$ cat src/rtl/fcht_pkg.sv
// Shared constants and types for the forward cone hit test.
// Used by the prep stage, the CORDIC cells and the judge stage; no dependencies.
`timescale 1ns / 1ps

package fcht_pkg;

	// Offsets are scaled by 2^GUARD_SHIFT before rotation.
	localparam int GUARD_SHIFT = 24;
	// Depth of the arctangent table; deeper chains are clipped to it.
	localparam int TABLE_SIZE  = 24;
	// Angle accumulator resolution, units of 2^-32 turn.
	localparam int TURN_BITS   = 32;

	typedef logic [TURN_BITS-1:0] turn_t;

	localparam turn_t HALF_TURN = turn_t'(32'h8000_0000);

	// round(atan(2^-i) * 2^32 / (2*pi))
	localparam turn_t ATAN_TURNS [TABLE_SIZE] = '{
		32'd536870912, 32'd316933406, 32'd167458907, 32'd85004756,
		32'd42667331,  32'd21354465,  32'd10679838,  32'd5340245,
		32'd2670163,   32'd1335087,   32'd667544,    32'd333772,
		32'd166886,    32'd83443,     32'd41722,     32'd20861,
		32'd10430,     32'd5215,      32'd2608,      32'd1304,
		32'd652,       32'd326,       32'd163,       32'd81
	};

endpackage

$ cat src/rtl/fcht_cordic_cell.sv
// One vectoring CORDIC micro-rotation with its own pipeline register and handshake.
// Depends on fcht_pkg for the arctangent table.
`timescale 1ns / 1ps

module fcht_cordic_cell #(
	parameter int XW    = 44,
	parameter int SB_W  = 34,
	parameter int STAGE = 0
) (
	input  logic                 clk,
	input  logic                 arst_n,
	input  logic                 up_valid,
	output logic                 up_ready,
	input  logic signed [XW-1:0] x_in,
	input  logic signed [XW-1:0] y_in,
	input  fcht_pkg::turn_t      ang_in,
	input  logic [SB_W-1:0]      sb_in,
	output logic                 dn_valid,
	input  logic                 dn_ready,
	output logic signed [XW-1:0] x_out,
	output logic signed [XW-1:0] y_out,
	output fcht_pkg::turn_t      ang_out,
	output logic [SB_W-1:0]      sb_out
);
	import fcht_pkg::*;

	logic                 v_s1;
	logic signed [XW-1:0] x_s1, y_s1;
	turn_t                ang_s1;
	logic [SB_W-1:0]      sb_s1;
	logic signed [XW-1:0] xsh, ysh;

	assign up_ready = !v_s1 || dn_ready;
	assign xsh      = x_in >>> STAGE;
	assign ysh      = y_in >>> STAGE;

	always_ff @(posedge clk or negedge arst_n) begin
		if (!arst_n) begin
			v_s1 <= 1'b0;
		end else if (up_ready) begin
			v_s1 <= up_valid;
		end
	end

	always_ff @(posedge clk) begin
		if (up_ready && up_valid) begin
			sb_s1 <= sb_in;
			// Rotate toward the x axis, steering by the sign of y.
			if (!y_in[XW-1]) begin
				x_s1   <= x_in + ysh;
				y_s1   <= y_in - xsh;
				ang_s1 <= ang_in + ATAN_TURNS[STAGE];
			end else begin
				x_s1   <= x_in - ysh;
				y_s1   <= y_in + xsh;
				ang_s1 <= ang_in - ATAN_TURNS[STAGE];
			end
		end
	end

	assign dn_valid = v_s1;
	assign x_out    = x_s1;
	assign y_out    = y_s1;
	assign ang_out  = ang_s1;
	assign sb_out   = sb_s1;

`ifndef NO_ASSERTIONS
	a_stall_holds: assert property (@(posedge clk) disable iff (!arst_n)
		v_s1 && !dn_ready |=> v_s1 && $stable(ang_s1) && $stable(sb_s1))
		else $error("cell lost or changed a stalled beat");
	a_busy_when_blocked: assert property (@(posedge clk) disable iff (!arst_n)
		!up_ready |-> v_s1)
		else $error("cell refused a beat while empty");
	a_load_when_free: assert property (@(posedge clk) disable iff (!arst_n)
		up_valid && up_ready |=> v_s1)
		else $error("cell dropped an accepted beat");
`endif

endmodule

$ cat config.mk
export PLATFORM = sky130hd
export DESIGN_NAME = fcht_cordic_cell
export DESIGN_NICKNAME = d
export VERILOG_FILES = /design/src/rtl/fcht_pkg.sv /design/src/rtl/fcht_cordic_cell.sv
export SDC_FILE = /design/constraint.sdc
export NUM_CORES = 1
export LEC_CHECK = 0
export BUFFER_PORTS_ARGS = -buffer_cell sky130_fd_sc_hd__buf_2
export CAP_MARGIN = 20
export CORE_UTILIZATION = 32
export DETAILED_ROUTE_END_ITERATION = 10
export PLACE_DENSITY = 0.58
export SYNTH_ARGS = -nofsm -noshare
export SYNTH_HDL_FRONTEND = slang
export SYNTH_SLANG_ARGS = --single-unit
$ cat constraint.sdc
create_clock -name clk -period 12.32 [get_ports clk]
set_clock_uncertainty 0.2 [all_clocks]
set_input_delay 2.464 -clock clk [delete_from_list [all_inputs] [get_ports clk]]
set_output_delay 2.464 -clock clk [all_outputs]
set_load 0.005 [all_outputs]
==> results.tsv <==
stage	metric	value	unit
status	outcome	complete, no violations	
timing	setup_viol	0	
drt	routedWlPerCell	21.8	um
layout	fillers	4061	
drt	post_drt_via_cell_ratio	5.46	
layout	utilization	39.2	%
synthesis	syn_avg_cell_area	8.90	sq um
drt	drt_wl_total	49700	um
layout	drive_above_1_share	21.7	%
clocking	cts_setup_buffers	0	
timing	tightest_slew	1.07	ns
drt	vias	12454	
synthesis	synthTopCellsByArea	edfxtp_1 (35%), ha_1 (14%), a21oi_1 (7.1%), xnor2_1 (5.2%), o21ai_0 (3.9%)	
die	die_width	204	um
clocking	cts_buffers	17	
die	num_io_pins	314	
timing	relSlewSlack	28.7	%
timing	fin_ws	6.23	ns
layout	diodes	0	
timing	slew_viol_final	0	
setup_path	path_class	input port to register	
clocking	post_cts_resized	0	
synthesis	netlist_area	13000	sq um
global_route	grt_pass1_vias	11844	
drt	drtIter0Drc	1261	
die	rows	73	
pwr	p_per_area	115	nW/um^2
hold_path	min_path_type	register to register	
setup_path	cp-start-kind	input port	
clocking	clk_latency	0.46	ns
pwr	leakagePower	6.76	nW
global_route	grt_usage	23.6	%
drt	dr_wl_met2	22000	um
synthesis	synthCells	1462	
die	start_util	32.6	%
pwr	p_total	1.80	mW
job	maxCapViolations	0	
global_route	antenna_found_initial	0	
drt	highest_layer	met4	
clocking	clock_sinks	154	
placed_design	port_buffers	313	
setup_path	cp-end-kind	register	
timing	min_period_over_period	49.4	%
setup_path	critPathArrivalTime	6.10	ns
timing	rsz0062_at_grt	no	
global_route	grt_max_degree	76	
placed_design	gp_congestion	0.996	
pwr	vdd_drop_max	86.7	uV
global_route	grt_overflow	0	
timing	finalSetupTns	0	ns
die	die-height	204	um
placed_design	dp_slack	5.81	ns
drt	met1_length	22500	um
clocking	clkTransAtPathRegs	0.07	ns
timing	fin_crit	6.09	ns
global_route	grt_pass1_wl	73300	um
drt	antenna_left	0	
synthesis	synth_top_cell_area_share	35.3	%
synthesis	synth_seq_cells	154	
die	core	39900	sq um
drt	drtPass1Iterations	5	
synthesis	ys.flop_type	edfxtp_1	
clocking	ctsHoldBuffers	0	
setup_path	crit_required	12.33	ns
clocking	clk_path_buf_depth	2	
die	fp.dieArea	41500	sq um
layout	final_nets	2045	
timing	hold_viol	0	
clocking	cts_tree	built	
placed_design	dpl.hpwl	39700	um
timing	whs	0.352	ns
clocking	cts_root_buffer	clkbuf_16	
setup_path	crit_fanout	16	
layout	area_delta_synth_final	20.1	%
synthesis	yosysWarnings	0	
synthesis	synth_edf_count	153	
synthesis	yosys.cell_types.count	76	
timing	fmax	164	MHz
synthesis	ys_seq_area_share	35.5	%
clocking	htree_num_levels	4	
synthesis	ys_async_sr_fraction	0.649	%
drt	drc	0	
synthesis	yosysTopAreaCell	edfxtp_1	
drt	route.met3.wl	4130	um
synthesis	synth_nets	1766	
## power by group
group / internal (mW) / total, mW / switching [mW]
Sequential: 0.648 / 0.662 / 0.0139
Clock: 0.287 / 0.546 / 0.259
Combinational: 0.210 / 0.588 / 0.379
## worst paths after layout
check                           cells after the start        end     start  slack, ns
worst max-delay path                               12  y_out[43]  x_in[14]       6.23
worst min-delay path                                2   dn_valid  dn_valid       0.35
worst max register to register                      3  x_out[33]  dn_valid      10.02
worst min register to register                      2   dn_valid  dn_valid       0.35
max in group asynchronous                           1   dn_valid    arst_n      10.26
min in group asynchronous                           1   dn_valid    arst_n       1.57
## cell usage after synthesis (all sizes together), types with 6 or more instances
| master | number |
|---|---|
| a21oi | 184 |
| edfxtp | 153 |
| ha | 142 |
| inv | 137 |
| nor2 | 127 |
| o21ai | 110 |
| nand2 | 77 |
| xnor2 | 77 |
| clkbuf | 36 |
| nor3 | 34 |
| o21bai | 30 |
| buf | 26 |
| nand4 | 24 |
| a21o | 23 |
| mux2i | 23 |
| nand3 | 23 |
| nor2b | 16 |
| o21a | 15 |
| a211oi | 14 |
| nor4 | 14 |
| nand2b | 13 |
| a31oi | 12 |
| o31ai | 12 |
| o211ai | 10 |
| or2 | 9 |
| or3 | 9 |
| xor2 | 9 |
| o221ai | 8 |
| and3 | 7 |
| a221oi | 6 |
| o31a | 6 |
## layout by cell type, fill, tap and decap left out, types with 5 or more instances in the layout
| cell type | instances |
|---|---|
| a211oi_1 | 12 |
| a21o_1 | 23 |
| a21oi_1 | 184 |
| a221oi_1 | 5 |
| a22oi_1 | 5 |
| a31oi_1 | 12 |
| and3_1 | 7 |
| buf_2 | 313 |
| buf_4 | 9 |
| clkbuf_16 | 17 |
| edfxtp_1 | 153 |
| ha_1 | 142 |
| inv_1 | 135 |
| inv_6 | 5 |
| mux2i_1 | 23 |
| nand2_1 | 77 |
| nand2b_1 | 13 |
| nand3_1 | 23 |
| nand4_1 | 24 |
| nor2_1 | 127 |
| nor2b_1 | 16 |
| nor3_1 | 34 |
| nor4_1 | 14 |
| o2111ai_1 | 5 |
| o211ai_1 | 9 |
| o21a_1 | 15 |
| o21ai_0 | 102 |
| o21ai_1 | 8 |
| o21bai_1 | 30 |
| o221ai_1 | 8 |
| o31a_1 | 6 |
| o31ai_1 | 12 |
| or2_2 | 9 |
| or3_1 | 9 |
| xnor2_1 | 77 |
| xor2_1 | 9 |
## per-layer routing
layer  vias to the layer above  track usage (%)
met3                        72             5.03
met2                       649             36.4
met5                         -                0
li1                       5831                -
met1                      5902             32.7
met4                         0             7.17
## sequential cells by signal (all words and copies together) (netlist names)
signal	flops
x_out	44
y_out	43
sb_out	34
ang_out	32
dn_valid	1
## kinds of logic (layout without fill, tap and decap cells)
kind of cell | Yosys count | in the layout | share of synthesized area, %
mux | 24 | 24 | 1.86
flops | 154 | 154 | 35.5
simple gates | 367 | 367 | 13.3
xor+xnor | 86 | 86 | 5.79
buf+inv | 203 | 495 | 6.09
compound gates | 482 | 482 | 23.2
fa+ha+maj | 146 | 146 | 14.3
## area by class of cell
cell class / instances / area [sq um] / area share, %
timing repair buffer: 322 / 1630 / 10.5
tap: 525 / 657 / 4.20
sequential: 154 / 4620 / 29.6
multi-input combinational: 1105 / 7610 / 48.7
clock inverter: 14 / 153 / 0.977
clock buffer: 18 / 429 / 2.75
inverter: 141 / 529 / 3.39
## per-stage QoR
| step | std cells | area, sq um |
|---|---|---|
| after global routing | 2279 | 15600 |
| after CTS | 2279 | 15600 |
| final | 2279 | 15600 |
| after global placement | 2247 | 15000 |
| after detailed placement | 2247 | 15000 |
| after floorplan | 1462 | 13000 |
## worst max-delay path, stage by stage
cell and delay, ns:
buf_2 0.11, inv_1 0.06, ha_1 0.61, inv_2 0.19
a21oi_1 0.34, o2111ai_1 0.32, a2111oi_4 0.71, o2111ai_1 0.40
a311oi_2 0.45, o21ai_1 0.15, mux2i_1 0.19, xor2_1 0.09
No activity file was read; power rests on OpenSTA's default activity.
