File: config.mk
export PLATFORM = sky130hd
export DESIGN_NAME = fcht_prep_flat
export DESIGN_NICKNAME = d
export VERILOG_FILES = /design/src/rtl/fcht_pkg.sv /design/src/rtl/fcht_if.sv /design/src/rtl/fcht_prep.sv /design/src/flat_wrapper.sv
export SDC_FILE = /design/constraint.sdc
export NUM_CORES = 2
export LEC_CHECK = 0
export BUFFER_PORTS_ARGS = -buffer_cell sky130_fd_sc_hd__buf_2
export CAP_MARGIN = 20
export CORE_MARGIN = 1
export CORE_UTILIZATION = 50
export CTS_BUF_LIST = sky130_fd_sc_hd__clkbuf_16
export DETAILED_ROUTE_END_ITERATION = 16
export PLACE_DENSITY = 0.69
export SLEW_MARGIN = 25
export SYNTH_ARGS = -nofsm -noshare
export SYNTH_HDL_FRONTEND = slang
export SYNTH_SLANG_ARGS = --single-unit
File: constraint.sdc
create_clock -name clk -period 10 [get_ports clk]
set_clock_uncertainty 0.1 [all_clocks]
set_input_delay 2 -clock clk [delete_from_list [all_inputs] [get_ports clk]]
set_output_delay 2 -clock clk [all_outputs]
set_load 0.01 [all_outputs]
File: src/rtl/fcht_pkg.sv
// Shared constants and types for the forward cone hit test.
// Used by the prep stage, the CORDIC cells and the judge stage; no dependencies.
`timescale 1ns / 1ps

package fcht_pkg;

	// Offsets are scaled by 2^GUARD_SHIFT before rotation.
	localparam int GUARD_SHIFT = 24;
	// Depth of the arctangent table; deeper chains are clipped to it.
	localparam int TABLE_SIZE  = 24;
	// Angle accumulator resolution, units of 2^-32 turn.
	localparam int TURN_BITS   = 32;

	typedef logic [TURN_BITS-1:0] turn_t;

	localparam turn_t HALF_TURN = turn_t'(32'h8000_0000);

	// round(atan(2^-i) * 2^32 / (2*pi))
	localparam turn_t ATAN_TURNS [TABLE_SIZE] = '{
		32'd536870912, 32'd316933406, 32'd167458907, 32'd85004756,
		32'd42667331,  32'd21354465,  32'd10679838,  32'd5340245,
		32'd2670163,   32'd1335087,   32'd667544,    32'd333772,
		32'd166886,    32'd83443,     32'd41722,     32'd20861,
		32'd10430,     32'd5215,      32'd2608,      32'd1304,
		32'd652,       32'd326,       32'd163,       32'd81
	};

endpackage

File: src/rtl/fcht_if.sv
// Valid/ready channel interfaces for the query and the result beats.
// Standalone; widths follow the block parameters.
`timescale 1ns / 1ps

interface fcht_req_if #(
	parameter int POS_BITS   = 16,
	parameter int ANGLE_BITS = 16
) ();
	logic                         valid;
	logic                         ready;
	logic signed [POS_BITS-1:0]   viewer_x;
	logic signed [POS_BITS-1:0]   viewer_z;
	logic        [ANGLE_BITS-1:0] viewer_heading;
	logic signed [POS_BITS-1:0]   target_x;
	logic signed [POS_BITS-1:0]   target_z;
	logic        [POS_BITS-1:0]   reach;
	logic        [ANGLE_BITS-1:0] half_width;

	modport source (
		output valid, viewer_x, viewer_z, viewer_heading, target_x, target_z,
		       reach, half_width,
		input  ready
	);
	modport sink (
		input  valid, viewer_x, viewer_z, viewer_heading, target_x, target_z,
		       reach, half_width,
		output ready
	);
endinterface


File: src/rtl/fcht_prep.sv
// Front end: offsets, squared distance and reach, CORDIC pre-rotation.
// Depends on fcht_pkg and fcht_req_if.
`timescale 1ns / 1ps

module fcht_prep #(
	parameter int POS_BITS   = 16,
	parameter int ANGLE_BITS = 16,
	parameter int XW         = 44,
	parameter int SQW        = 34
) (
	input  logic                         clk,
	input  logic                         arst_n,
	fcht_req_if.sink                     req,
	output logic                         dn_valid,
	input  logic                         dn_ready,
	output logic signed [XW-1:0]         x_out,
	output logic signed [XW-1:0]         y_out,
	output fcht_pkg::turn_t              ang_out,
	output logic                         zero_out,
	output logic [ANGLE_BITS-1:0]        heading_out,
	output logic [ANGLE_BITS-1:0]        tol_out,
	output logic [SQW-1:0]               sx_out,
	output logic [SQW-1:0]               sz_out,
	output logic [2*POS_BITS-1:0]        r2_out
);
	import fcht_pkg::*;

	localparam int DW  = POS_BITS + 1;
	localparam int EXT = XW - DW - GUARD_SHIFT;

	logic                  v_s1, v_s2;
	logic                  rdy_s1, rdy_s2;
	logic signed [DW-1:0]  dx_s1, dz_s1;
	logic [ANGLE_BITS-1:0] heading_s1, tol_s1;
	logic [POS_BITS-1:0]   reach_s1;

	logic [DW-1:0]         ax, az;
	logic [2*DW-1:0]       px, pz;
	logic signed [XW-1:0]  xs, ys;

	logic signed [XW-1:0]  x_s2, y_s2;
	turn_t                 ang_s2;
	logic                  zero_s2;
	logic [ANGLE_BITS-1:0] heading_s2, tol_s2;
	logic [SQW-1:0]        sx_s2, sz_s2;
	logic [2*POS_BITS-1:0] r2_s2;

	assign rdy_s2    = !v_s2 || dn_ready;
	assign rdy_s1    = !v_s1 || rdy_s2;
	assign req.ready = rdy_s1;

	always_ff @(posedge clk or negedge arst_n) begin
		if (!arst_n) begin
			v_s1 <= 1'b0;
			v_s2 <= 1'b0;
		end else begin
			if (rdy_s1) v_s1 <= req.valid;
			if (rdy_s2) v_s2 <= v_s1;
		end
	end

	always_ff @(posedge clk) begin
		if (rdy_s1 && req.valid) begin
			dx_s1      <= DW'(req.target_x) - DW'(req.viewer_x);
			dz_s1      <= DW'(req.target_z) - DW'(req.viewer_z);
			heading_s1 <= req.viewer_heading;
			tol_s1     <= req.half_width;
			reach_s1   <= req.reach;
		end
	end

	always_comb begin
		ax = dx_s1[DW-1] ? DW'(-dx_s1) : DW'(dx_s1);
		az = dz_s1[DW-1] ? DW'(-dz_s1) : DW'(dz_s1);
		px = (2*DW)'(ax) * (2*DW)'(ax);
		pz = (2*DW)'(az) * (2*DW)'(az);
		xs = {{EXT{dz_s1[DW-1]}}, dz_s1, {GUARD_SHIFT{1'b0}}};
		ys = {{EXT{dx_s1[DW-1]}}, dx_s1, {GUARD_SHIFT{1'b0}}};
	end

	always_ff @(posedge clk) begin
		if (rdy_s2 && v_s1) begin
			sx_s2      <= px[SQW-1:0];
			sz_s2      <= pz[SQW-1:0];
			r2_s2      <= (2*POS_BITS)'(reach_s1) * (2*POS_BITS)'(reach_s1);
			zero_s2    <= (dx_s1 == '0) && (dz_s1 == '0);
			heading_s2 <= heading_s1;
			tol_s2     <= tol_s1;
			// Fold the left half plane onto the right one.
			if (dz_s1[DW-1]) begin
				x_s2   <= -xs;
				y_s2   <= -ys;
				ang_s2 <= HALF_TURN;
			end else begin
				x_s2   <= xs;
				y_s2   <= ys;
				ang_s2 <= '0;
			end
		end
	end

	assign dn_valid    = v_s2;
	assign x_out       = x_s2;
	assign y_out       = y_s2;
	assign ang_out     = ang_s2;
	assign zero_out    = zero_s2;
	assign heading_out = heading_s2;
	assign tol_out     = tol_s2;
	assign sx_out      = sx_s2;
	assign sz_out      = sz_s2;
	assign r2_out      = r2_s2;

endmodule

File: src/flat_wrapper.sv
// flat-port wrapper written by rule: the top's interface ports become plain ports
module fcht_prep_flat import fcht_pkg::*;
#(
	parameter int POS_BITS   = 16,
	parameter int ANGLE_BITS = 16,
	parameter int XW         = 44,
	parameter int SQW        = 34
)
  (clk, arst_n, dn_valid, dn_ready, x_out, y_out, ang_out, zero_out, heading_out, tol_out, sx_out, sz_out, r2_out, req_valid, req_viewer_x, req_viewer_z, req_viewer_heading, req_target_x, req_target_z, req_reach, req_half_width, req_ready);
  fcht_req_if #(.POS_BITS(POS_BITS), .ANGLE_BITS(ANGLE_BITS)) req_i ();
  input  logic clk;
  input  logic arst_n;
  output logic dn_valid;
  input  logic dn_ready;
  output logic signed [XW-1:0] x_out;
  output logic signed [XW-1:0] y_out;
  output fcht_pkg::turn_t ang_out;
  output logic zero_out;
  output logic [ANGLE_BITS-1:0] heading_out;
  output logic [ANGLE_BITS-1:0] tol_out;
  output logic [SQW-1:0] sx_out;
  output logic [SQW-1:0] sz_out;
  output logic [2*POS_BITS-1:0] r2_out;
  input wire logic [$bits(req_i.valid)-1:0] req_valid;
  input wire logic [$bits(req_i.viewer_x)-1:0] req_viewer_x;
  input wire logic [$bits(req_i.viewer_z)-1:0] req_viewer_z;
  input wire logic [$bits(req_i.viewer_heading)-1:0] req_viewer_heading;
  input wire logic [$bits(req_i.target_x)-1:0] req_target_x;
  input wire logic [$bits(req_i.target_z)-1:0] req_target_z;
  input wire logic [$bits(req_i.reach)-1:0] req_reach;
  input wire logic [$bits(req_i.half_width)-1:0] req_half_width;
  output wire logic [$bits(req_i.ready)-1:0] req_ready;
  assign req_i.valid = req_valid;
  assign req_i.viewer_x = req_viewer_x;
  assign req_i.viewer_z = req_viewer_z;
  assign req_i.viewer_heading = req_viewer_heading;
  assign req_i.target_x = req_target_x;
  assign req_i.target_z = req_target_z;
  assign req_i.reach = req_reach;
  assign req_i.half_width = req_half_width;
  assign req_ready = req_i.ready;
  fcht_prep #(.POS_BITS(POS_BITS), .ANGLE_BITS(ANGLE_BITS), .XW(XW), .SQW(SQW)) u_core (.clk(clk), .arst_n(arst_n), .req(req_i), .dn_valid(dn_valid), .dn_ready(dn_ready), .x_out(x_out), .y_out(y_out), .ang_out(ang_out), .zero_out(zero_out), .heading_out(heading_out), .tol_out(tol_out), .sx_out(sx_out), .sz_out(sz_out), .r2_out(r2_out));
endmodule
==> run_results.csv <==
group,metric,value,unit
layout,area_growth_syn_to_layout,9.72,%
synth,netlist_instances,3394,
critical_path,rrSetupSlack,0.86,ns
sta,finalCritPeriodShare,91.4,%
sta,period_needed,9.14,ns
job,maxCapViolCount,0,
global_routing,grt_max_degree,66,
clock_network,cts_setup_buffers,0,
placement,io_buffers,288,
clock_network,ctsResizeCount,0,
synth,yosysWarnings,0,
sta,worst_pin_slew,0.996,ns
critical_path,crit_arrival,9.39,ns
worst_hold_path,holdPathStages,0,
layout,final_common_cell,"inv_1",
clock_network,cts_tree,"built",
global_routing,grt_pass1_wl,126000,um
critical_path,r2r_cells,27,
sta,max_clock_freq,109,MHz
placement,place_congestion,0.905,
synth,ys_ff_latch,253,
floorplanning,start_util,50.7,%
clock_network,clkLatencyLatePin,0.61,ns
synth,syn_area,34100,um^2
floorplanning,die_width,263,um
clock_network,cts_root_buffer,"clkbuf_16",
critical_path,cp-end-kind,"flip-flop",
layout,layout_common_cells,"inv_1, fa_1, ha_1, buf_2, nand2_1",
global_routing,grt_pass1_vias,24300,
sta,setup_tns,0,ns
drt,wl_per_cell,17.1,um
floorplanning,fp.dieH,263,um
critical_path,cp.required,10.25,ns
sta,final_max_slew_viol_count,0,
floorplanning,core_area,67300,um^2
critical_path,worst-path-buf-inv,4,
sta,setup_viol,0,
drt,drc,0,
clock_network,ctsHoldBuffers,0,
critical_path,path_delay_family,"adder cells",
critical_path,critPathLaunchType,"flip-flop",
clock_network,clock_sinks,253,
drt,drt-total-wl,78200,um
synth,yosys.area.top_type,"fa_1",
global_routing,antenna_found_initial,11,
sta,hold_viol,0,
synth,ys_seq_area_share,22.3,%
worst_hold_path,holdPathEnd,"u_core.tol_out[10]",
drt,vias,23200,
drt,first_iter_violations,1484,
synth,syn_avg_cell_area,10.0,um^2
synth,synthArstFlopShare,0.791,%
synth,synthFlopType,"edfxtp_1",
global_routing,grt-ovfl-total,0,
floorplanning,placementRows,95,
layout,drive_gt1_share,11.4,%
critical_path,reg2reg_to,"u_core.sz_out[32]",
worst_hold_path,hold_class,"reg2reg",
sta,rsz0062_at_grt,"false",
global_routing,track_usage,23.1,%
layout,nets,4694,
sta,relSlewSlack,33.2,%
clock_network,cts_buffers,31,
critical_path,critPathMaxFanout,17,
drt,ant_nets,0,
clock_network,path_clk_slew,0.07,ns
critical_path,cp_slowest_cell,"edfxtp_1",
synth,ys_top_cells_by_area,"fa_1, edfxtp_1, ha_1",
critical_path,path_common_cell,"fa_1",
critical_path,max_stage_delay,0.56,ns
floorplanning,die_area,69200,um^2
outcome,status,"finished clean",
synth,netlist.area_leader.share,32.3,%
drt,first_pass_iters,5,
critical_path,r2r_start,"u_core.dz_s1[0]",
drt,via_per_inst,5.06,
floorplanning,ioPinCount,371,
clock_network,clk_path_buf_depth,3,
placement,dp_hpwl,64700,um
synth,synth-edff-count,251,
clock_network,h-tree-depth,1,
synth,synthDistinctLibCells,82,
critical_path,crit_type,"reg2reg",
worst_hold_path,hold_start,"u_core.tol_s1[10]",
==> flip-flops by register name, summed over array words and instances, names as in the netlist <==
name / count
u_core.ang_out: 1
u_core.dn_valid: 1
u_core.dx_s1: 17
u_core.dz_s1: 17
u_core.heading_out: 16
u_core.heading_s1: 16
u_core.r2_out: 31
u_core.reach_s1: 16
u_core.sx_out: 33
u_core.sz_out: 33
u_core.tol_out: 16
u_core.tol_s1: 16
u_core.v_s1: 1
u_core.x_out: 19
u_core.y_out: 19
u_core.zero_out: 1
==> metrics by stage <==
step	hold slack (ns)	std cells	worst slack, ns	utilization [%]	instance area, um^2
global placement	0.301	4519	1.25	54.0	36300
global route	0.318	4576	0.327	55.6	37400
detailed placement	0.305	4519	1.00	54.0	36300
CTS	0.318	4576	0.969	55.6	37400
floorplan	0.300	3478	1.82	-	34400
finish	0.316	4580	0.858	55.6	37400
==> kinds of logic (layout without fill, tap and decap cells) <==
| kind of cell | Yosys count | count (layout) | share of synthesized area [%] |
|---|---|---|---|
| xor+xnor | 169 | 169 | 4.45 |
| compound gates | 323 | 323 | 6.08 |
| mux | 2 | 2 | 0.0624 |
| flops | 253 | 253 | 22.3 |
| other cells | 1 | 89 | 0.0110 |
| simple gates | 734 | 734 | 9.90 |
| buf+inv | 1013 | 1238 | 12.1 |
| fa+ha+maj | 899 | 899 | 45.1 |
==> Yosys cell counts, types with 6 or more instances <==
| library cell | number |
|---|---|
| inv_1 | 840 |
| fa_1 | 550 |
| ha_1 | 349 |
| nand2_1 | 282 |
| edfxtp_1 | 251 |
| nor2_1 | 210 |
| xnor2_1 | 127 |
| a21oi_1 | 91 |
| buf_4 | 84 |
| and2_1 | 78 |
| o21ai_0 | 75 |
| clkbuf_1 | 62 |
| a21o_1 | 42 |
| xor2_1 | 40 |
| nand2b_1 | 28 |
| nor2b_1 | 26 |
| nor3_1 | 26 |
| nand3_1 | 18 |
| o21a_1 | 17 |
| o31ai_1 | 11 |
| a211oi_1 | 10 |
| and3_1 | 10 |
| nand4_1 | 10 |
| o21bai_1 | 10 |
| a31oi_1 | 9 |
| buf_2 | 9 |
| inv_2 | 9 |
| or3_1 | 9 |
| nand2_2 | 7 |
| clkinv_1 | 6 |
| or2_2 | 6 |
==> worst max path at each step <==
stage / from / end / slack [ns] / cells after the start
after floorplan: u_core.dx_s1[0] / u_core.sx_out[30] / 1.82 / 32
after global placement: u_core.dx_s1[0] / u_core.sx_out[30] / 1.25 / 31
after detailed placement: u_core.dz_s1[0] / u_core.sz_out[32] / 1.00 / 27
after CTS: u_core.dz_s1[0] / u_core.sz_out[32] / 0.97 / 27
after global routing: u_core.dz_s1[0] / u_core.sz_out[32] / 0.33 / 27
final: u_core.dz_s1[0] / u_core.sz_out[32] / 0.86 / 27
==> layout make-up <==
| class | count | area (um^2) |
|---|---|---|
| Antenna cell | 4 | 10.0 |
| Clock buffer | 31 | 776 |
| Clock inverter | 26 | 287 |
| Fill cell | 5959 | 29900 |
| Inverter | 855 | 3210 |
| Multi-Input combinational cell | 2212 | 22700 |
| Sequential cell | 253 | 7590 |
| Tap cell | 873 | 1090 |
| Timing Repair Buffer | 326 | 1730 |
==> per-layer routing <==
layer	routed length [um]	track usage, %
met1	33500	31.1
met2	36000	37.5
met3	6500	5.56
met4	2040	6.29
met5	77	0
Power is not shown: default switching activity piles up to over one toggle a cycle in this logic, so the estimate is an artifact.
