===== src/rtl/fcht_pkg.sv =====
// Shared constants and types for the forward cone hit test.
// Used by the prep stage, the CORDIC cells and the judge stage; no dependencies.
`timescale 1ns / 1ps

package fcht_pkg;

	// Offsets are scaled by 2^GUARD_SHIFT before rotation.
	localparam int GUARD_SHIFT = 24;
	// Depth of the arctangent table; deeper chains are clipped to it.
	localparam int TABLE_SIZE  = 24;
	// Angle accumulator resolution, units of 2^-32 turn.
	localparam int TURN_BITS   = 32;

	typedef logic [TURN_BITS-1:0] turn_t;

	localparam turn_t HALF_TURN = turn_t'(32'h8000_0000);

	// round(atan(2^-i) * 2^32 / (2*pi))
	localparam turn_t ATAN_TURNS [TABLE_SIZE] = '{
		32'd536870912, 32'd316933406, 32'd167458907, 32'd85004756,
		32'd42667331,  32'd21354465,  32'd10679838,  32'd5340245,
		32'd2670163,   32'd1335087,   32'd667544,    32'd333772,
		32'd166886,    32'd83443,     32'd41722,     32'd20861,
		32'd10430,     32'd5215,      32'd2608,      32'd1304,
		32'd652,       32'd326,       32'd163,       32'd81
	};

endpackage


===== src/rtl/fcht_if.sv =====


interface fcht_rsp_if ();
	logic valid;
	logic ready;
	logic hit;
	logic within_reach;

	modport source (output valid, hit, within_reach, input ready);
	modport sink   (input valid, hit, within_reach, output ready);
endinterface


===== src/rtl/fcht_judge.sv =====
// Final stage: round the bearing, wrap against heading, compare, register the result.
// Depends on fcht_pkg and fcht_rsp_if.
`timescale 1ns / 1ps

module fcht_judge #(
	parameter int ANGLE_BITS = 16
) (
	input  logic                  clk,
	input  logic                  arst_n,
	input  logic                  up_valid,
	output logic                  up_ready,
	input  fcht_pkg::turn_t       ang_in,
	input  logic                  zero_in,
	input  logic                  within_in,
	input  logic [ANGLE_BITS-1:0] heading_in,
	input  logic [ANGLE_BITS-1:0] tol_in,
	fcht_rsp_if.source            rsp
);
	import fcht_pkg::*;

	localparam int DROP = TURN_BITS - ANGLE_BITS;

	logic                  v_s1, hit_s1, within_s1;
	turn_t                 rnd;
	logic [ANGLE_BITS-1:0] bearing, diff, mag;
	logic                  in_angle;

	always_comb begin
		rnd      = ang_in + (turn_t'(1) << (DROP - 1));
		// A zero offset has no direction; take bearing zero.
		bearing  = zero_in ? '0 : rnd[TURN_BITS-1:DROP];
		diff     = bearing - heading_in;
		mag      = diff[ANGLE_BITS-1] ? ANGLE_BITS'(-diff) : diff;
		in_angle = mag < tol_in;
	end

	assign up_ready = !v_s1 || rsp.ready;

	always_ff @(posedge clk or negedge arst_n) begin
		if (!arst_n) begin
			v_s1 <= 1'b0;
		end else if (up_ready) begin
			v_s1 <= up_valid;
		end
	end

	always_ff @(posedge clk) begin
		if (up_ready && up_valid) begin
			hit_s1    <= within_in && in_angle;
			within_s1 <= within_in;
		end
	end

	assign rsp.valid        = v_s1;
	assign rsp.hit          = hit_s1;
	assign rsp.within_reach = within_s1;

`ifndef NO_ASSERTIONS
	a_hit_needs_reach: assert property (@(posedge clk) disable iff (!arst_n)
		rsp.valid && rsp.hit |-> rsp.within_reach)
		else $error("hit reported outside reach");
`endif

endmodule


===== src/flat_wrapper.sv =====
// flat-port wrapper written by rule: the top's interface ports become plain ports
module fcht_judge_flat import fcht_pkg::*;
#(
	parameter int ANGLE_BITS = 16
)
  (clk, arst_n, up_valid, up_ready, ang_in, zero_in, within_in, heading_in, tol_in, rsp_valid, rsp_hit, rsp_within_reach, rsp_ready);
  fcht_rsp_if rsp_i ();
  input  logic clk;
  input  logic arst_n;
  input  logic up_valid;
  output logic up_ready;
  input  fcht_pkg::turn_t ang_in;
  input  logic zero_in;
  input  logic within_in;
  input  logic [ANGLE_BITS-1:0] heading_in;
  input  logic [ANGLE_BITS-1:0] tol_in;
  output wire logic [$bits(rsp_i.valid)-1:0] rsp_valid;
  output wire logic [$bits(rsp_i.hit)-1:0] rsp_hit;
  output wire logic [$bits(rsp_i.within_reach)-1:0] rsp_within_reach;
  input wire logic [$bits(rsp_i.ready)-1:0] rsp_ready;
  assign rsp_valid = rsp_i.valid;
  assign rsp_hit = rsp_i.hit;
  assign rsp_within_reach = rsp_i.within_reach;
  assign rsp_i.ready = rsp_ready;
  fcht_judge #(.ANGLE_BITS(ANGLE_BITS)) u_core (.clk(clk), .arst_n(arst_n), .up_valid(up_valid), .up_ready(up_ready), .ang_in(ang_in), .zero_in(zero_in), .within_in(within_in), .heading_in(heading_in), .tol_in(tol_in), .rsp(rsp_i));
endmodule

===== config.mk =====
export PLATFORM = sky130hd
export DESIGN_NAME = fcht_judge_flat
export DESIGN_NICKNAME = d
export VERILOG_FILES = /design/src/rtl/fcht_pkg.sv /design/src/rtl/fcht_if.sv /design/src/rtl/fcht_judge.sv /design/src/flat_wrapper.sv
export SDC_FILE = /design/constraint.sdc
export NUM_CORES = 1
export LEC_CHECK = 0
export ABC_AREA = 1
export BUFFER_PORTS_ARGS = -buffer_cell sky130_fd_sc_hd__buf_2
export CORE_UTILIZATION = 31
export DETAILED_ROUTE_END_ITERATION = 8
export SYNTH_ARGS = -nofsm -noshare
export SYNTH_HDL_FRONTEND = slang
export SYNTH_SLANG_ARGS = --single-unit

===== constraint.sdc =====
create_clock -name clk -period 1.64 [get_ports clk]
set_input_delay 0.246 -clock clk [delete_from_list [all_inputs] [get_ports clk]]
set_output_delay 0.246 -clock clk [all_outputs]
set_load 0.02 [all_outputs]

==> results of run 1 <==
[sequential cells by signal (all words and copies together) (netlist names)]
signal	count
u_core.rsp.hit	1
u_core.rsp.valid	1
u_core.rsp.within_reach	1
[layer usage]
| metal | share of wire | vias to the layer above | track usage |
|---|---|---|---|
| met5 | 0 | - | 0 |
| met4 | 0.015 | 0 | 0.0332 |
| met3 | 0.028 | 10 | 0.00739 |
| met2 | 0.51 | 65 | 0.316 |
| met1 | 0.45 | 1352 | 0.218 |
| li1 | - | 1684 | - |
[stage by stage]
stage          area [um2]  TNS [ps]  total power [uW]
6_report             4020     -1850              1890
5_1_grt              4020     -2090              2110
4_1_cts              3570     -1800              1640
3_5_place_dp         3350     -2190              1350
3_3_place_gp         3350     -2120              1320
2_1_floorplan        2400     -1680               893
[cell type report]
class	instances	area [um2]	area share
multi-input combinational	333	2350	0.584
timing repair buffer	151	1020	0.254
inverter	104	397	0.0987
tap	99	124	0.0308
sequential	3	85.1	0.0212
clock buffer	4	45.0	0.0112
[power groups by stage]
stage | sequential, uW | combinational [uW] | clock (uW)
4_1_cts | 90.2 | 1330 | 217
3_3_place_gp | 91.1 | 1230 | 0
6_report | 90.1 | 1590 | 214
2_1_floorplan | 98.5 | 795 | 0
3_5_place_dp | 91.1 | 1260 | 0
5_1_grt | 91.2 | 1790 | 225
[final timing paths]
check / startpoint / to / slack [ps]
min reg2reg: u_core.rsp.valid / u_core.rsp.valid / 500
max in group asynchronous: arst_n / u_core.rsp.valid / 1220
max reg2reg: u_core.rsp.valid / u_core.rsp.hit / 710
min in group asynchronous: arst_n / u_core.rsp.valid / 330
min: up_valid / u_core.rsp.valid / 230
max: ang_in[16] / u_core.rsp.hit / -1850
[placed cells by master (no fill, tap or decap), types with 3 or more instances in the layout]
cell	synthesis	layout
sky130_fd_sc_hd__a21oi_1	23	10
sky130_fd_sc_hd__a21oi_2	0	12
sky130_fd_sc_hd__a31oi_1	4	3
sky130_fd_sc_hd__buf_2	1	55
sky130_fd_sc_hd__buf_4	0	91
sky130_fd_sc_hd__clkbuf_8	0	3
sky130_fd_sc_hd__ha_1	32	23
sky130_fd_sc_hd__ha_4	0	9
sky130_fd_sc_hd__inv_1	101	88
sky130_fd_sc_hd__inv_2	2	13
sky130_fd_sc_hd__nand2_1	141	112
sky130_fd_sc_hd__nand2_2	8	33
sky130_fd_sc_hd__nand2_4	2	5
sky130_fd_sc_hd__nand3_1	32	25
sky130_fd_sc_hd__nand3_2	5	10
sky130_fd_sc_hd__nand3_4	1	3
sky130_fd_sc_hd__nand3b_1	3	3
sky130_fd_sc_hd__nand4_1	4	4
sky130_fd_sc_hd__nor2_1	35	18
sky130_fd_sc_hd__nor2_2	5	14
sky130_fd_sc_hd__nor2_4	0	8
sky130_fd_sc_hd__nor3_1	7	3
sky130_fd_sc_hd__nor3_2	0	4
sky130_fd_sc_hd__o21ai_0	8	3
sky130_fd_sc_hd__o21ai_1	4	6
sky130_fd_sc_hd__o21ai_2	0	3
sky130_fd_sc_hd__xor2_1	4	3
[timing repair]
item / CTS / global route
endpoints found under the hold margin: 1 / 0
resized for setup: 28 / 98
pin swaps: 27 / 68
setup endpoints to repair: 1 / 1
hold buffers: 1 / 0
setup buffers: 5 / 10
gates cloned: 1 / 0
[cell usage after synthesis, types with 2 or more instances]
library cell / n / area (um2)
sky130_fd_sc_hd__nand3_1: 32 / 160
sky130_fd_sc_hd__a31oi_1: 4 / 25.0
sky130_fd_sc_hd__buf_8: 2 / 30.0
sky130_fd_sc_hd__nor2_1: 35 / 131
sky130_fd_sc_hd__nand2_4: 2 / 22.5
sky130_fd_sc_hd__o21ai_1: 4 / 20.0
sky130_fd_sc_hd__nand3_2: 5 / 50.1
sky130_fd_sc_hd__edfxtp_1: 2 / 60.1
sky130_fd_sc_hd__and2_1: 2 / 12.5
sky130_fd_sc_hd__nand2_2: 8 / 50.1
sky130_fd_sc_hd__o21ai_0: 8 / 40.0
sky130_fd_sc_hd__nor3_1: 7 / 35.0
sky130_fd_sc_hd__ha_1: 32 / 400
sky130_fd_sc_hd__xor2_1: 4 / 35.0
sky130_fd_sc_hd__xnor2_1: 2 / 17.5
sky130_fd_sc_hd__a21oi_1: 23 / 115
sky130_fd_sc_hd__nand4_1: 4 / 25.0
sky130_fd_sc_hd__inv_1: 101 / 379
sky130_fd_sc_hd__inv_2: 2 / 7.51
sky130_fd_sc_hd__nand3b_1: 3 / 22.5
sky130_fd_sc_hd__nor2_2: 5 / 31.3
sky130_fd_sc_hd__nand2_1: 141 / 529
[critical path, stage by stage]
cell and delay, ps:
sky130_fd_sc_hd__buf_8 80, sky130_fd_sc_hd__ha_4 130, sky130_fd_sc_hd__nand2_2 50, sky130_fd_sc_hd__inv_2 50, sky130_fd_sc_hd__nand4_1 140, sky130_fd_sc_hd__buf_4 190, sky130_fd_sc_hd__o21ai_2 160, sky130_fd_sc_hd__a21oi_2 50
sky130_fd_sc_hd__ha_1 330, sky130_fd_sc_hd__buf_6 140, sky130_fd_sc_hd__nand2_2 70, sky130_fd_sc_hd__inv_1 60, sky130_fd_sc_hd__nand3_2 90, sky130_fd_sc_hd__nand2_2 60, sky130_fd_sc_hd__nand2_1 70, sky130_fd_sc_hd__nand2_2 90
sky130_fd_sc_hd__nor2_4 140, sky130_fd_sc_hd__nand3_2 120, sky130_fd_sc_hd__nor2_4 140, sky130_fd_sc_hd__nand2_1 100, sky130_fd_sc_hd__nand3b_1 110, sky130_fd_sc_hd__nand2_2 80, sky130_fd_sc_hd__ha_4 270, sky130_fd_sc_hd__inv_1 60
sky130_fd_sc_hd__o31ai_2 200, sky130_fd_sc_hd__a21oi_1 100, sky130_fd_sc_hd__nand2_1 70, sky130_fd_sc_hd__nor2_1 40
[logic make-up after synthesis]
group | Yosys count | share of synthesized area
buf+inv | 108 | 0.185
simple gates | 248 | 0.469
xor+xnor | 6 | 0.0223
compound gates | 45 | 0.109
fa+ha+maj | 33 | 0.178
flops | 3 | 0.0361
==> summary.md, run 1 <==
| Metric | Value |
|---|---|
| Number of distinct standard cells referenced by the synthesized netlist | 37 |
| Iteration count of the initial detailed-routing pass | 4 |
| Maximum frequency from static timing analysis | 287 MHz |
| Via count of the first global-routing pass | ~2900 |
| Antenna cells | 0 |
| Leakage power | approximately 0.0023 uW |
| TritonCTS buffer count | 3 |
| Per-cell routed wire length | 10.2 um |
| Post-synthesis to final-layout area growth | 70.3% |
| Cell internal pwr | 994 uW |
| Number of levels the H-tree was split into | 1 |
| Netlist area before placement | 2360 um2 |
| Per-cell via count in the routed design | around 4.5 |
| Count of filler cells inserted in the layout | roughly 750 |
| Number of standard cells after synthesis | between 400 and 500 |
| Initial Utilization | 0.323 |
| Instance count after placement with tap cells included | 673 |
| Total power divided by cell area | around 470 nW/um2 |
| Layout cells sized above 1 | 0.472 |
| Critical path class | in -> reg |
| Clock power share | 0.113 |
| Violated checks | negative setup slack |
| Post-route DRC violation count | 0 |
| R2R cell count | 1 |
| Clock slew seen by the registers of the worst setup and hold paths | around 30 ps |
| Transition at the pin with the smallest max-transition slack | 298 ps |
| Critical Path Sink Type | flip-flop |
| Max-cap check violation count | 0 |
| Number of placement rows | 31 |
| Max clock buf depth | 2 |
| Number of standard cells in the layout, taps in and fillers out | between 600 and 700 |
| Number of I/O pins | 74 |
| Slew margin rel. | 0.801 |
| Via total after detailed routing | about 3100 |
| Final setup fails | 1 |
| Part of the Yosys area used for sequential elements | 0.0361 |
| Cell at the root of the clock tree | sky130_fd_sc_hd__clkbuf_8 |
| Outcome | finished with violations |
| Antenna violations before repair | 0 |
| Final Hold Fails | 0 |
| Post-DP HPWL | approximately 5400 um |
| CP Data Arrival Time | 3450 ps |
| First-pass GRT wire length | roughly 11000 um |
| Share of total power consumed by net switching | 0.474 |
| Final standard cell utilization of the core | 0.551 |
| Setup repair after global routing missed its margin | true |
| Number of warning messages in the yosys log | 0 |
| Post-synthesis net count | 546 |
| Relative contribution of sequential cells to total power | 0.048 |
| Pin count of the biggest net entering global routing | 9 |
| Switching power total | approximately 900 uW |
| Post-placement worst setup slack | -2190 ps |
| Worst Slack Setup Final | -1850 ps |
| Final critical delay including setup and external delays | 3490 ps |
| Routability Congestion | ~0.9 |
| Maximum fanout along the worst path | 3 |
| Post-synthesis register bit count | 3 |
| Post-detailed-routing wire length | 7110 um |
| Clock Sinks | 3 |
| Count of nets after finishing | ~700 |
| Combinational share of power | 0.839 |
| All-Layer GR Usage | 0.170 |
| Peak supply drop | ~0.00018 V |
| Share of the cycle needed by the critical path after routing | 2.13 |
| Cells on Worst Hold Path | 3 |
| CTS tree | done |
| Required time at the endpoint of the critical path | between 1500 and 2000 ps |
| Die height | around 89 um |
| Die area | between 7000 and 8000 um2 |
| Clk Latency, worst-skew pair | 220 ps |
| Kind of start point of the critical path | input pin |
| Port Buf Inserts | 58 |
| Path type of the worst min-delay path | in -> reg |
| Mean area per synthesized cell | ~5.3 um2 |
| Clock tree skew after final layout | roughly 2.7 ps |
| Number of enable-type register cells in the synthesized netlist | 2 |
| Number of DRC markers after the initial detailed-route iteration | 69 |
| Post-route ant nets | 0 |
| Die Width | approximately 90 um |
| Async set-reset flop share out of synthesis | 0.333 |
| Most used flip-flop cell after synthesis | sky130_fd_sc_hd__edfxtp_1 |
| Pins over their slew limit | 0 |
| Final-layout worst hold slack | around 230 ps |
| Placeable core region | 7290 um2 |
| Total global routing overflow | 0 |
(Power assumes the default switching activity.)
==> inputs of run 2 (changes only) <==
==> constraint.sdc (replaced) <==
create_clock -name clk -period 1.64 [get_ports clk]
set_input_delay 0.328 -clock clk [delete_from_list [all_inputs] [get_ports clk]]
set_output_delay 0.328 -clock clk [all_outputs]
set_load 0.02 [all_outputs]
==> summary.md, run 2 (synthesized netlist as in run 1, its figures left out) <==
| Metric | Value |
|---|---|
| Post-route ant nets | 0 |
| Final critical delay including setup and external delays | ~3500 ps |
| CP Data Arrival Time | approximately 3500 ps |
| Initial Utilization | 0.323 |
| Worst Slack Setup Final | -1910 ps |
| Maximum fanout along the worst path | 8 |
| Die area | 7960 um2 |
| Clock Sinks | 3 |
| Multi-input gate area | between 2000 and 2500 um2 |
| Required time at the endpoint of the critical path | approximately 1600 ps |
| Total power | 1690 uW |
| Leakage power | around 0.0022 uW |
| Most frequent cells in the layout | sky130_fd_sc_hd__nand2_1, sky130_fd_sc_hd__inv_1, sky130_fd_sc_hd__buf_4 |
| Post-DP HPWL | about 5500 um |
| Number of DRC markers after the initial detailed-route iteration | 61 |
| Cell at the root of the clock tree | sky130_fd_sc_hd__clkbuf_8 |
| Maximum frequency from static timing analysis | about 280 MHz |
| Final standard cell utilization of the core | 0.505 |
| Share of the cycle needed by the critical path after routing | 2.16 |
| Slew margin rel. | 0.796 |
| Post-synthesis to final-layout area growth | 56.1% |
| Die Width | 89.2 um |
| Placeable core region | between 7000 and 8000 um2 |
| Outcome | finished with violations |
| Via total after detailed routing | 3047 |
| Number of levels the H-tree was split into | 1 |
| Count of nets after finishing | ~700 |
| Transition at the pin with the smallest max-transition slack | between 300 and 400 ps |
| Post-route DRC violation count | 0 |
| All-Layer GR Usage | 0.172 |
| Total Neg Setup Slack | -1910 ps |
| Post-placement worst setup slack | -2280 ps |
| Total power divided by cell area | 460 nW/um2 |
| Die height | about 89 um |
| TritonCTS buffer count | 3 |
| Number of placement rows | 31 |
| Pin count of the biggest net entering global routing | 9 |
| Port Buf Inserts | 58 |
| Placed inst area | 3350 um2 |
| Via count of the first global-routing pass | around 2900 |
| Per-cell routed wire length | 9.33 um |
| Iteration count of the initial detailed-routing pass | 4 |
| First-pass GRT wire length | roughly 11000 um |
| Final Hold Fails | 0 |
| Pins over their slew limit | 0 |
| Antenna violations before repair | 0 |
| Critical path class | in -> reg |
| Antenna cells | 0 |
| Critical Path Sink Type | flip-flop |
| Number of I/O pins | 74 |
| Post-route cell area | 3680 um2 |
| Commonest non-fill, non-tap cell in the layout | sky130_fd_sc_hd__nand2_1 |
| Count of filler cells inserted in the layout | roughly 790 |
| CTS tree | done |
| Sequential Area | between 80 and 90 um2 |
| Kind of start point of the critical path | input pin |
| Clock slew seen by the registers of the worst setup and hold paths | roughly 30 ps |
| Path type of the worst min-delay path | in -> reg |
| Clk Latency, worst-skew pair | about 210 ps |
| Layout cells sized above 1 | 0.356 |
| Max-cap check violation count | 0 |
| Per-cell via count in the routed design | 4.41 |
| Peak supply drop | about 0.00015 V |
| Final setup fails | 1 |
| Total global routing overflow | 0 |
| Routability Congestion | 0.910 |
| Clock tree skew after final layout | 0.157 ps |
| Violated checks | negative setup slack |
| Max clock buf depth | 2 |
| Post-detailed-routing wire length | approximately 6400 um |
| Setup repair after global routing missed its margin | true |
[run 2: changes by cell type in the layout (fill, tap and decap cells not counted), moves of 8 or more]
cell | previous run | this run
sky130_fd_sc_hd__nand2_1 | 112 | 134
sky130_fd_sc_hd__nand2_2 | 33 | 15
sky130_fd_sc_hd__a21oi_1 | 10 | 20
sky130_fd_sc_hd__inv_1 | 88 | 98
sky130_fd_sc_hd__nor2_1 | 18 | 28
sky130_fd_sc_hd__a21oi_2 | 12 | 3
sky130_fd_sc_hd__inv_2 | 13 | 5
[run 2: area by class of cell]
cell class              instances  area share
inverters                     104       0.106
well taps                      99      0.0336
flip-flops and latches          3      0.0231
clock buffers                   4      0.0122
multi-input cells             333       0.554
repair buffers                148       0.271
[run 2: path summary, 6_finish.rpt]
| kind | from | to | slack [ps] | cells past startpoint |
|---|---|---|---|---|
| worst max-delay path | ang_in[15] | u_core.rsp.hit | -1910 | 28 |
| worst max register to register | u_core.rsp.valid | u_core.rsp.hit | 710 | 1 |
| min in group asynchronous | arst_n | u_core.rsp.valid | 420 | 2 |
| worst min-delay path | within_in | u_core.rsp.within_reach | 310 | 1 |
| max in group asynchronous | arst_n | u_core.rsp.valid | 1130 | 2 |
| worst min register to register | u_core.rsp.valid | u_core.rsp.valid | 510 | 2 |
[run 2: metal layers]
metal  global-route usage  vias to the layer above  wire [um]
met1                0.215                     1292       3030
met2                0.325                       65       3130
li1                     -                     1680          -
met3              0.00369                       10        171
met4               0.0418                        0        111
met5                    0                        -          0
[run 2: worst max-delay path, stage by stage]
cell	delay, ps
sky130_fd_sc_hd__buf_6	90
sky130_fd_sc_hd__ha_4	120
sky130_fd_sc_hd__nand2_1	60
sky130_fd_sc_hd__inv_2	50
sky130_fd_sc_hd__nand4_1	190
sky130_fd_sc_hd__nor2_1	210
sky130_fd_sc_hd__inv_1	80
sky130_fd_sc_hd__nor2_2	120
sky130_fd_sc_hd__nor3_1	60
sky130_fd_sc_hd__ha_1	360
sky130_fd_sc_hd__nand2_1	90
sky130_fd_sc_hd__nor2_1	110
sky130_fd_sc_hd__nand2_1	90
sky130_fd_sc_hd__nand2_2	90
sky130_fd_sc_hd__nand2_1	60
sky130_fd_sc_hd__nand2_2	100
sky130_fd_sc_hd__inv_2	50
sky130_fd_sc_hd__nand2_4	110
sky130_fd_sc_hd__nand2_8	90
sky130_fd_sc_hd__buf_6	140
sky130_fd_sc_hd__nand3b_1	70
sky130_fd_sc_hd__nand2_1	60
sky130_fd_sc_hd__ha_1	290
sky130_fd_sc_hd__inv_1	50
sky130_fd_sc_hd__o31ai_1	230
sky130_fd_sc_hd__a21oi_1	90
sky130_fd_sc_hd__nand2_1	80
sky130_fd_sc_hd__nor2_1	40
[run 2: stage by stage]
stage               hold slack [ps]  cells
finish                          312    691
floorplan                      32.4    443
global route                    304    691
global placement                103    673
CTS                             309    690
detailed placement              104    673
[run 2: what timing repair did]
action,in CTS,in global routing
buffers inserted,11,1
gates cloned,1,0
hold endpoints to repair,1,0
pin swaps,36,10
hold buffers,1,0
resized for setup,36,7
setup endpoints to repair,1,1
[run 2: report_power, final]
part	internal [uW]	leakage, uW	switching, uW	total, uW
sequential	88.5	0.0000300	1.82	90.3
combinational	660	0.00215	727	1390
clock	166	0.0000228	49.5	215
